$ cat config.mk
export PLATFORM = sky130hd
export DESIGN_NAME = auto_repeat_value_stepper_flat
export DESIGN_NICKNAME = d
export VERILOG_FILES = /design/src/hw/rtl/arvs_pkg.sv /design/src/hw/rtl/arvs_in_if.sv /design/src/hw/rtl/arvs_out_if.sv /design/src/hw/rtl/arvs_ctrl.sv /design/src/hw/rtl/arvs_dp.sv /design/src/hw/rtl/auto_repeat_value_stepper.sv /design/src/flat_wrapper.sv
export VERILOG_INCLUDE_DIRS = /design/src /design/src/hw/rtl
export SDC_FILE = /design/constraint.sdc
export NUM_CORES = 1
export LEC_CHECK = 0
export BUFFER_PORTS_ARGS = -buffer_cell sky130_fd_sc_hd__buf_2
export CAP_MARGIN = 20
export CORE_MARGIN = 1
export CORE_UTILIZATION = 39
export DETAILED_ROUTE_END_ITERATION = 6
export SLEW_MARGIN = 10
export SYNTH_ARGS = -nofsm -noshare
export SYNTH_HDL_FRONTEND = slang
export SYNTH_SLANG_ARGS = --single-unit
$ cat constraint.sdc
create_clock -name clk -period 6.5 [get_ports clk]
set_input_delay 0.65 -clock clk [delete_from_list [all_inputs] [get_ports clk]]
set_output_delay 0.65 -clock clk [all_outputs]
set_load 0.005 [all_outputs]
$ cat src/hw/rtl/assert_macros.svh
// assertion helpers, clocked and disabled while in reset
`ifndef ASSERT_MACROS_SVH
`define ASSERT_MACROS_SVH

// property holds at every edge outside reset
`define ASSERT_RST(lbl, clk, rst_n, prop, msg) \
  lbl: assert property (@(posedge clk) disable iff (!rst_n) prop) else $error(msg);

// consequence holds in the cycle after the antecedent
`define ASSERT_NEXT(lbl, clk, rst_n, ante, cons, msg) \
  lbl: assert property (@(posedge clk) disable iff (!rst_n) (ante) |=> (cons)) else $error(msg);

`endif

$ cat src/hw/rtl/arvs_pkg.sv
package arvs_pkg;

  localparam int FUNC_W      = 3;
  localparam int DELTA_W     = 10;
  localparam int SET_W       = 16;
  localparam int STEP_W      = 16;
  localparam int MAXS_W      = 16;
  localparam int CFG_TIME_W  = 12;
  localparam int CFG_IDX_W   = 2;
  localparam int CFG_DATA_W  = 16;

  localparam int MAX_RESULTS  = 52;
  localparam int CNT_W        = 6;
  localparam int MIN_INTERVAL = 20;

  localparam logic [MAXS_W-1:0]     MAX_STEPS_RST = 16'd100;
  localparam logic [CFG_TIME_W-1:0] DELAY_RST     = 12'd450;
  localparam logic [CFG_TIME_W-1:0] INTERVAL_RST  = 12'd120;

  typedef enum logic [FUNC_W-1:0] {
    FUNC_PRESS_LEFT  = 3'd0,
    FUNC_PRESS_RIGHT = 3'd1,
    FUNC_RELEASE     = 3'd2,
    FUNC_TICK        = 3'd3,
    FUNC_FOCUS_LOST  = 3'd4,
    FUNC_SET_INDEX   = 3'd5
  } func_t;

  typedef enum logic [1:0] {
    HOLD_NONE  = 2'd0,
    HOLD_LEFT  = 2'd1,
    HOLD_RIGHT = 2'd2
  } hold_t;

  typedef enum logic [CFG_IDX_W-1:0] {
    CFG_MAX_STEPS       = 2'd0,
    CFG_INITIAL_DELAY   = 2'd1,
    CFG_REPEAT_INTERVAL = 2'd2
  } cfg_idx_t;

  typedef struct packed {
    logic load;
    logic press;
    logic disarm;
    logic set_idx;
    logic sub_delta;
    logic repeat_step;
    logic flush;
  } arvs_cmd_t;

  typedef struct packed {
    func_t func;
    logic  held;
    logic  ttr_le0;
    logic  will_change;
    logic  cap_ok;
    logic  pend_valid;
    logic  out_free;
  } arvs_sts_t;

endpackage

$ cat src/hw/rtl/arvs_in_if.sv
interface arvs_in_if import arvs_pkg::*; ();
  logic               valid;
  logic               ready;
  logic [FUNC_W-1:0]  func;
  logic [DELTA_W-1:0] delta_ms;
  logic [SET_W-1:0]   set_index;

  modport source (output valid, output func, output delta_ms, output set_index, input ready);
  modport sink (input valid, input func, input delta_ms, input set_index, output ready);
endinterface

$ cat src/hw/rtl/arvs_out_if.sv
interface arvs_out_if import arvs_pkg::*; ();
  logic              valid;
  logic              ready;
  logic [STEP_W-1:0] step_index;
  logic              step_up;
  logic              last;

  modport source (output valid, output step_index, output step_up, output last, input ready);
  modport sink (input valid, input step_index, input step_up, input last, output ready);
endinterface

$ cat src/hw/rtl/arvs_ctrl.sv
module arvs_ctrl import arvs_pkg::*; (
  input  logic      clk,
  input  logic      rst_n,
  input  logic      in_valid,
  output logic      in_ready,
  input  arvs_sts_t sts,
  output arvs_cmd_t cmd
);

  typedef enum logic [1:0] {
    S_IDLE,
    S_EXEC,
    S_LOOP,
    S_FLUSH
  } state_t;

  state_t state_r;
  state_t state_nxt;
  logic   repeat_blocked;

  assign in_ready = (state_r == S_IDLE);

  // a changing step would push the pending item into a full output register
  assign repeat_blocked = sts.cap_ok && sts.will_change && sts.pend_valid && !sts.out_free;

  always_comb begin
    state_nxt = state_r;
    cmd       = '0;
    unique case (state_r)
      S_IDLE: begin
        if (in_valid) begin
          cmd.load  = 1'b1;
          state_nxt = S_EXEC;
        end
      end
      S_EXEC: begin
        unique case (sts.func)
          FUNC_PRESS_LEFT, FUNC_PRESS_RIGHT: begin
            cmd.press = 1'b1;
            state_nxt = S_FLUSH;
          end
          FUNC_RELEASE, FUNC_FOCUS_LOST: begin
            cmd.disarm = 1'b1;
            state_nxt  = S_IDLE;
          end
          FUNC_TICK: begin
            if (sts.held) begin
              cmd.sub_delta = 1'b1;
              state_nxt     = S_LOOP;
            end else begin
              state_nxt = S_IDLE;
            end
          end
          FUNC_SET_INDEX: begin
            cmd.set_idx = 1'b1;
            state_nxt   = S_IDLE;
          end
          default: begin
            state_nxt = S_IDLE;
          end
        endcase
      end
      S_LOOP: begin
        if (!sts.ttr_le0) begin
          state_nxt = S_FLUSH;
        end else if (!repeat_blocked) begin
          cmd.repeat_step = 1'b1;
        end
      end
      S_FLUSH: begin
        if (!sts.pend_valid) begin
          state_nxt = S_IDLE;
        end else if (sts.out_free) begin
          cmd.flush = 1'b1;
          state_nxt = S_IDLE;
        end
      end
      default: begin
        state_nxt = S_IDLE;
      end
    endcase
  end

  always_ff @(posedge clk) begin
    if (!rst_n) begin
      state_r <= S_IDLE;
    end else begin
      state_r <= state_nxt;
    end
  end

endmodule

$ cat src/hw/rtl/arvs_dp.sv
module arvs_dp import arvs_pkg::*; #(
  parameter int INDEX_BITS = 16,
  parameter int TIME_BITS  = 12
) (
  input  logic                  clk,
  input  logic                  rst_n,
  input  logic                  cfg_we,
  input  logic [CFG_IDX_W-1:0]  cfg_index,
  input  logic [CFG_DATA_W-1:0] cfg_data,
  input  logic [FUNC_W-1:0]     in_func,
  input  logic [DELTA_W-1:0]    in_delta_ms,
  input  logic [SET_W-1:0]      in_set_index,
  input  arvs_cmd_t             cmd,
  output arvs_sts_t             sts,
  output logic                  out_valid,
  input  logic                  out_ready,
  output logic [STEP_W-1:0]     out_step_index,
  output logic                  out_step_up,
  output logic                  out_last
);

  localparam int TTR_W = ((TIME_BITS > DELTA_W) ? TIME_BITS : DELTA_W) + 2;
  localparam int CMP_W = (INDEX_BITS > MAXS_W) ? INDEX_BITS : MAXS_W;
  localparam logic [CFG_TIME_W-1:0] TMASK = (TIME_BITS >= CFG_TIME_W) ?
    {CFG_TIME_W{1'b1}} : CFG_TIME_W'((1 << TIME_BITS) - 1);

  logic [MAXS_W-1:0]       max_steps_r;
  logic [CFG_TIME_W-1:0]   delay_r;
  logic [CFG_TIME_W-1:0]   interval_r;
  logic [INDEX_BITS-1:0]   step_idx_r;
  hold_t                   hold_r;
  logic signed [TTR_W-1:0] ttr_r;
  func_t                   func_r;
  logic [DELTA_W-1:0]      delta_r;
  logic [SET_W-1:0]        set_r;
  logic [CNT_W-1:0]        cnt_r;
  logic                    pend_valid_r;
  logic [INDEX_BITS-1:0]   pend_idx_r;
  logic                    pend_up_r;
  logic                    out_valid_r;
  logic [STEP_W-1:0]       out_idx_r;
  logic                    out_up_r;
  logic                    out_last_r;

  logic [CMP_W-1:0]        max_ext;
  logic [INDEX_BITS-1:0]   top;
  logic                    step_left;
  logic [INDEX_BITS:0]     inc;
  logic [INDEX_BITS-1:0]   dec;
  logic [INDEX_BITS:0]     raw;
  logic [INDEX_BITS-1:0]   nv;
  logic                    change;
  logic                    up;
  logic [CMP_W-1:0]        set_ext;
  logic [CMP_W-1:0]        top_ext;
  logic [INDEX_BITS-1:0]   set_clamped;
  logic [CFG_TIME_W-1:0]   iv;
  logic                    out_free;
  logic                    out_load;

  assign max_ext = CMP_W'(max_steps_r);
  assign top     = max_ext[INDEX_BITS-1:0];

  assign step_left = (func_r == FUNC_TICK) ? (hold_r == HOLD_LEFT) :
                                             (func_r == FUNC_PRESS_LEFT);
  assign inc    = {1'b0, step_idx_r} + (INDEX_BITS+1)'(1);
  assign dec    = (step_idx_r == '0) ? '0 : step_idx_r - INDEX_BITS'(1);
  assign raw    = step_left ? {1'b0, dec} : inc;
  assign nv     = (raw > {1'b0, top}) ? top : raw[INDEX_BITS-1:0];
  assign change = (nv != step_idx_r);
  assign up     = (nv > step_idx_r);

  assign set_ext     = CMP_W'(set_r);
  assign top_ext     = CMP_W'(top);
  assign set_clamped = (set_ext > top_ext) ? top : set_ext[INDEX_BITS-1:0];

  assign iv       = (interval_r < CFG_TIME_W'(MIN_INTERVAL)) ?
                    CFG_TIME_W'(MIN_INTERVAL) : interval_r;
  assign out_free = !out_valid_r || out_ready;
  assign out_load = cmd.flush || (cmd.repeat_step && sts.cap_ok && change && pend_valid_r);

  assign sts.func        = func_r;
  assign sts.held        = (hold_r != HOLD_NONE);
  assign sts.ttr_le0     = ttr_r[TTR_W-1] || (ttr_r == '0);
  assign sts.will_change = change;
  assign sts.cap_ok      = (cnt_r < CNT_W'(MAX_RESULTS));
  assign sts.pend_valid  = pend_valid_r;
  assign sts.out_free    = out_free;

  assign out_valid      = out_valid_r;
  assign out_step_index = out_idx_r;
  assign out_step_up    = out_up_r;
  assign out_last       = out_last_r;

  always_ff @(posedge clk) begin
    if (!rst_n) begin
      max_steps_r <= MAX_STEPS_RST;
      delay_r     <= DELAY_RST & TMASK;
      interval_r  <= INTERVAL_RST & TMASK;
    end else if (cfg_we) begin
      unique case (cfg_idx_t'(cfg_index))
        CFG_MAX_STEPS:       max_steps_r <= cfg_data[MAXS_W-1:0];
        CFG_INITIAL_DELAY:   delay_r     <= cfg_data[CFG_TIME_W-1:0] & TMASK;
        CFG_REPEAT_INTERVAL: interval_r  <= cfg_data[CFG_TIME_W-1:0] & TMASK;
        default: ;
      endcase
    end
  end

  always_ff @(posedge clk) begin
    if (!rst_n) begin
      step_idx_r   <= '0;
      hold_r       <= HOLD_NONE;
      ttr_r        <= '0;
      func_r       <= FUNC_RELEASE;
      cnt_r        <= '0;
      pend_valid_r <= 1'b0;
      out_valid_r  <= 1'b0;
    end else begin
      if (out_load) begin
        out_valid_r <= 1'b1;
      end else if (out_valid_r && out_ready) begin
        out_valid_r <= 1'b0;
      end
      if (cmd.load) begin
        func_r  <= func_t'(in_func);
        delta_r <= in_delta_ms;
        set_r   <= in_set_index;
        cnt_r   <= '0;
      end
      if (cmd.press) begin
        if (change) begin
          step_idx_r   <= nv;
          pend_valid_r <= 1'b1;
          pend_idx_r   <= nv;
          pend_up_r    <= up;
        end
        hold_r <= step_left ? HOLD_LEFT : HOLD_RIGHT;
        ttr_r  <= $signed(TTR_W'(delay_r));
      end
      if (cmd.disarm) begin
        hold_r <= HOLD_NONE;
      end
      if (cmd.set_idx) begin
        step_idx_r <= set_clamped;
      end
      if (cmd.sub_delta) begin
        ttr_r <= ttr_r - $signed(TTR_W'(delta_r));
      end
      if (cmd.repeat_step) begin
        ttr_r <= ttr_r + $signed(TTR_W'(iv));
        if (sts.cap_ok && change) begin
          step_idx_r   <= nv;
          pend_valid_r <= 1'b1;
          pend_idx_r   <= nv;
          pend_up_r    <= up;
          cnt_r        <= cnt_r + CNT_W'(1);
          // previous pending item is not the last one
          if (pend_valid_r) begin
            out_idx_r   <= STEP_W'(pend_idx_r);
            out_up_r    <= pend_up_r;
            out_last_r  <= 1'b0;
          end
        end
      end
      if (cmd.flush) begin
        pend_valid_r <= 1'b0;
        out_idx_r    <= STEP_W'(pend_idx_r);
        out_up_r     <= pend_up_r;
        out_last_r   <= 1'b1;
      end
    end
  end

endmodule

$ cat src/hw/rtl/auto_repeat_value_stepper.sv
// channel   dir   handshake      payload
// in_if     in    valid/ready    func, delta_ms, set_index
// out_if    out   valid/ready    step_index, step_up, last
// cfg_*     in    cfg_we         cfg_index, cfg_data
//
// set, release, focus loss, unused codes and a tick while not held pass through IDLE and EXEC
// a press goes on to FLUSH; a held tick goes through LOOP, which consumes the repeat intervals, then FLUSH
// the step loop runs one step a cycle, when not stalled, through a single compare-and-clamp unit
// a held output item stalls the loop only when a further changing step is due
// the final item of an input waits until the output register is free
// synchronous reset, no clearing pass
`include "assert_macros.svh"

module auto_repeat_value_stepper import arvs_pkg::*; #(
  parameter int INDEX_BITS = 16,
  parameter int TIME_BITS  = 12
) (
  input  logic                  clk,
  input  logic                  rst_n,
  input  logic                  cfg_we,
  input  logic [CFG_IDX_W-1:0]  cfg_index,
  input  logic [CFG_DATA_W-1:0] cfg_data,
  arvs_in_if.sink               in_if,
  arvs_out_if.source            out_if
);

  arvs_cmd_t                     cmd;
  arvs_sts_t                     sts;
  logic [$bits(arvs_cmd_t)-1:0]  cmd_bits;
  logic                          in_take;

  assign cmd_bits = cmd;
  assign in_take  = in_if.valid && in_if.ready;

  arvs_ctrl u_ctrl (
    .clk      (clk),
    .rst_n    (rst_n),
    .in_valid (in_if.valid),
    .in_ready (in_if.ready),
    .sts      (sts),
    .cmd      (cmd)
  );

  arvs_dp #(
    .INDEX_BITS (INDEX_BITS),
    .TIME_BITS  (TIME_BITS)
  ) u_dp (
    .clk            (clk),
    .rst_n          (rst_n),
    .cfg_we         (cfg_we),
    .cfg_index      (cfg_index),
    .cfg_data       (cfg_data),
    .in_func        (in_if.func),
    .in_delta_ms    (in_if.delta_ms),
    .in_set_index   (in_if.set_index),
    .cmd            (cmd),
    .sts            (sts),
    .out_valid      (out_if.valid),
    .out_ready      (out_if.ready),
    .out_step_index (out_if.step_index),
    .out_step_up    (out_if.step_up),
    .out_last       (out_if.last)
  );

  `ASSERT_RST(a_cmd_onehot, clk, rst_n, $onehot0(cmd_bits), "more than one command")
  `ASSERT_RST(a_accept_clean, clk, rst_n, in_take |-> !sts.pend_valid, "result still pending")
  `ASSERT_RST(a_repeat_due, clk, rst_n, cmd.repeat_step |-> sts.ttr_le0, "early repeat step")
  `ASSERT_RST(a_flush_free, clk, rst_n, cmd.flush |-> sts.out_free, "flush into a busy output")
  `ASSERT_NEXT(a_busy_after_accept, clk, rst_n, in_take, !in_if.ready, "ready after accept")

endmodule

$ cat src/flat_wrapper.sv
// flat-port wrapper written by rule: the top's interface ports become plain ports
module auto_repeat_value_stepper_flat import arvs_pkg::*;
#(
  parameter int INDEX_BITS = 16,
  parameter int TIME_BITS  = 12
)
  (clk, rst_n, cfg_we, cfg_index, cfg_data, in_if_valid, in_if_func, in_if_delta_ms, in_if_set_index, in_if_ready, out_if_valid, out_if_step_index, out_if_step_up, out_if_last, out_if_ready);
  arvs_in_if in_if_i ();
  arvs_out_if out_if_i ();
  input  logic clk;
  input  logic rst_n;
  input  logic cfg_we;
  input  logic [CFG_IDX_W-1:0] cfg_index;
  input  logic [CFG_DATA_W-1:0] cfg_data;
  input wire logic [$bits(in_if_i.valid)-1:0] in_if_valid;
  input wire logic [$bits(in_if_i.func)-1:0] in_if_func;
  input wire logic [$bits(in_if_i.delta_ms)-1:0] in_if_delta_ms;
  input wire logic [$bits(in_if_i.set_index)-1:0] in_if_set_index;
  output wire logic [$bits(in_if_i.ready)-1:0] in_if_ready;
  output wire logic [$bits(out_if_i.valid)-1:0] out_if_valid;
  output wire logic [$bits(out_if_i.step_index)-1:0] out_if_step_index;
  output wire logic [$bits(out_if_i.step_up)-1:0] out_if_step_up;
  output wire logic [$bits(out_if_i.last)-1:0] out_if_last;
  input wire logic [$bits(out_if_i.ready)-1:0] out_if_ready;
  assign in_if_i.valid = in_if_valid;
  assign in_if_i.func = in_if_func;
  assign in_if_i.delta_ms = in_if_delta_ms;
  assign in_if_i.set_index = in_if_set_index;
  assign in_if_ready = in_if_i.ready;
  assign out_if_valid = out_if_i.valid;
  assign out_if_step_index = out_if_i.step_index;
  assign out_if_step_up = out_if_i.step_up;
  assign out_if_last = out_if_i.last;
  assign out_if_i.ready = out_if_ready;
  auto_repeat_value_stepper #(.INDEX_BITS(INDEX_BITS), .TIME_BITS(TIME_BITS)) u_core (.clk(clk), .rst_n(rst_n), .cfg_we(cfg_we), .cfg_index(cfg_index), .cfg_data(cfg_data), .in_if(in_if_i), .out_if(out_if_i));
endmodule
==> run_results.csv <==
group,metric,value,unit
layout,area_growth,16.98,%
routing,drc,0,
clock_tree,cts_max_level,4,
clock_tree,tritoncts,"done",
routing,wl_per_cell,18.22,microns
power_and_ir_drop,total_power,2.819,mW
timing,finalSetupViolCount,0,
critical_path,crit_required,6.84,ns
placed_design,place_area,0.009692,sq mm
timing,fin_skew,0.01469,ns
global_routing,grt_util_met3,0.03749,
routing,antenna_left,0,
synth,ys_warn_count,0,
layout,finalNonFillerCells,1374,
synth,synth_seq_area_share,0.3946,
synth,synth_area_per_cell,8.973,sq um
hold_path,hold_class,"in -> reg",
floorplanning,core,0.02257,sq mm
global_routing,grt_pass1_vias,7150,
synth,syn_inst,998,
layout,seqCellArea,0.003535,sq mm
placed_design,dp.cells,1332,
timing,finalHoldViolCount,0,
timing,finalSetupTns,0,ns
routing,routed_wl,25.04,mm
clock_tree,path_clk_slew,0.07,ns
floorplanning,initial_core_util,0.3967,
synth,synth_async_sr_flop_share,0,
routing,drt_iter0_drc,686,
routing,viasPerCell,5.643,
layout,multi_input_area,0.005062,sq mm
floorplanning,io_pins,72,
critical_path,cp_max_fo,11,
timing,max_slew_margin,0.2795,
synth,synth_cell_types,78,
global_routing,use_met1,0.3118,
synth,synth_compound_area_frac,0.1976,
synth,synth_seq_cells,146,
power_and_ir_drop,ir_worst_vdd,0.0002267,V
global_routing,grt_pass1_wl,39.05,mm
critical_path,path_class,"reg -> reg",
power_and_ir_drop,leakagePower,4.260,nW
synth,synth_top_flop_cell,"dfxtp_1",
critical_path,startpoint_type,"register",
timing,maxClockFrequency,160.0,MHz
layout,num_antenna_cells,0,
timing,tightest_slew,1.072,ns
run_status,status,"complete, no violations",
layout,final_area,0.01048,sq mm
routing,dr.pass1.iters,6,
placed_design,place_congestion,0.9434,
clock_tree,cts_root_buf,"clkbuf_16",
synth,synthXorXnorAreaFrac,0.01663,
global_routing,antenna_found_initial,0,
placed_design,io_buffers,71,
routing,num_vias,7753,
global_routing,grt_busiest_layer,"met2",
synth,synth.area.mux_share,0.04429,
clock_tree,cts_sinks,146,
synth,synth_fa_ha_area_frac,0.1079,
timing,timing.hold.ws,0.3834,ns
synth,synth_simple_gate_area_frac,0.1850,
clock_tree,cts_hold_buf,0,
run,maxCapViolCount,0,
synth,synth_top_family_by_area,"compound AO/OA/AOI/OAI gates",
critical_path,r2r_setup_slack,0.25,ns
floorplanning,die_area,0.02357,sq mm
clock_tree,clock_latency,0.44,ns
global_routing,grt_max_degree,57,
floorplanning,rows,55,
layout,drive_gt1_frac,0.1763,
global_routing,overflow,0,
placed_design,hpwl,18.72,mm
clock_tree,cts_max_path_buffers,2,
synth,synth_edf_count,61,
critical_path,endpoint_kind,"register",
timing,slew_violations,0,
global_routing,grtUsageTotal,0.2129,
global_routing,met2_usage,0.3152,
clock_tree,numCtsBuffers,17,
synth,syn_area,0.008955,sq mm
layout,num-nets-final,1204,
layout,nFillCells,2202,
power_and_ir_drop,powerDensity,269.1,mW/mm^2
timing,finalCriticalPeriod,6.249,ns
critical_path,cp_data_arrival_time,6.59,ns
floorplanning,die_height,153.5,microns
synth,synth_nets,1126,
floorplanning,chipWidth,153.5,microns
timing,post-route-period-util,0.9614,
[timing repair]
item | 4_1_cts | 5_1_grt
buffers inserted | 0 | 9
resized for setup | 0 | 30
setup endpoints to repair | 0 | 60
[final timing paths]
| check | start | to | cells past startpoint |
|---|---|---|---|
| max | u_core.u_dp.step_idx_r[0] | u_core.u_dp.step_idx_r[5] | 27 |
| min | in_if_delta_ms[3] | u_core.u_dp.delta_r[3] | 1 |
| max reg2reg | u_core.u_dp.step_idx_r[0] | u_core.u_dp.step_idx_r[5] | 27 |
| min reg2reg | u_core.u_dp.pend_idx_r[9] | u_core.u_dp.out_step_index[9] | 0 |
[logic make-up (layout without fill, tap and decap cells)]
kind of cell / after synthesis / after routing
xor+xnor: 17 / 17
buf+inv: 117 / 208
mux: 37 / 37
compound gates: 270 / 270
fa+ha+maj: 76 / 76
flops: 146 / 146
simple gates: 335 / 335
[where the power goes]
group	internal (mW)	switching, mW
logic	0.355	0.436
clock network	0.573	0.416
registers	1.00	0.0390
[cells in the final DEF (no fill, tap or decap), types with 7 or more instances in the layout]
cell / instances
o211ai_1: 10
nand2b_1: 8
xnor2_1: 11
o21a_1: 13
a211oi_1: 11
a221oi_1: 12
a21o_1: 8
mux2i_1: 27
a31oi_1: 9
ha_1: 74
nand3b_1: 7
nand3_1: 23
nand2_1: 118
dfxtp_1: 84
nor4_1: 7
buf_4: 35
edfxtp_1: 61
nor2_1: 70
a221oi_2: 9
or3_1: 8
clkbuf_16: 20
inv_1: 63
buf_2: 71
nand4_1: 18
a21oi_1: 87
nor3_1: 21
o21ai_0: 58
[area by class of cell]
| cell class | instances | share of cell area |
|---|---|---|
| clock buffer | 24 | 0.05017 |
| timing repair buffer | 112 | 0.06605 |
| sequential | 146 | 0.3374 |
| inverter | 64 | 0.02293 |
| clock inverter | 8 | 0.006092 |
| tap | 285 | 0.03404 |
| multi-input combinational | 735 | 0.4833 |
[sequential cells by signal, indices dropped and copies added, names as in the netlist, named ones only]
name                        flops
u_core.u_dp.delta_r            10
u_core.u_dp.cnt_r               6
u_core.u_dp.delay_r            12
u_core.u_dp.out_step_index     16
u_core.u_dp.set_ext            16
u_core.u_dp.step_idx_r         16
u_core.u_dp.pend_up_r           1
u_core.u_dp.out_step_up         1
u_core.u_dp.interval_r         12
u_core.u_dp.func_r              3
u_core.u_dp.max_ext            16
u_core.u_dp.hold_r              2
u_core.u_dp.pend_idx_r         16
u_core.u_ctrl.state_r           1
u_core.u_dp.out_last            1
u_core.u_dp.ttr_r              14
u_core.u_dp.out_valid           1
u_core.u_dp.pend_valid_r        1
[cells in the mapped netlist, types with 12 or more instances]
| cell type | count | area, sq um |
|---|---|---|
| nor2_1 | 72 | 270.3 |
| a21oi_1 | 88 | 440.4 |
| o21a_1 | 13 | 97.59 |
| nand2_1 | 119 | 446.7 |
| nor3_1 | 22 | 110.1 |
| clkbuf_1 | 41 | 153.9 |
| mux2i_1 | 34 | 340.3 |
| nand4_1 | 18 | 112.6 |
| ha_1 | 74 | 925.9 |
| dfxtp_1 | 85 | 1702 |
| a221oi_1 | 12 | 105.1 |
| nand3_1 | 24 | 120.1 |
| o21ai_0 | 59 | 295.3 |
| inv_1 | 64 | 240.2 |
| edfxtp_1 | 61 | 1832 |
[metrics by stage]
stage / utilization / worst slack, ns
after floorplan: - / 0.1024
after global placement: 0.4294 / 0.3411
after detailed placement: 0.4294 / 0.2087
after CTS: 0.4555 / 0.1637
after global routing: 0.4641 / -0.007387
final: 0.4641 / 0.2511
[critical path: stages (launching register included)]
cell and delay, ns:
dfxtp_2 0.36, inv_1 0.10, ha_1 0.17, or4b_2 0.62
nor4_4 0.29, buf_4 0.19, nor2_2 0.13, a221oi_2 0.32
nor2_2 0.11, ha_1 0.30, a211oi_1 0.23, nor2_1 0.08
nor4_1 0.29, o22ai_1 0.13, a31oi_2 0.20, buf_6 0.20
buf_4 0.16, mux2i_2 0.24, inv_1 0.06, ha_1 0.32
nand4_1 0.13, nor4_2 0.30, buf_4 0.18, nor2_2 0.06
and3_2 0.26, o221a_2 0.28, mux2i_2 0.22, nor4b_4 0.23
[routing by layer]
layer | vias up | routed length, microns
met1 | 3642 | 12350
met3 | 28 | 1566
met2 | 265 | 10740
met5 | - | 0
li1 | 3818 | -
met4 | 0 | 381
Note: power is estimated with default switching activity, not from simulation.
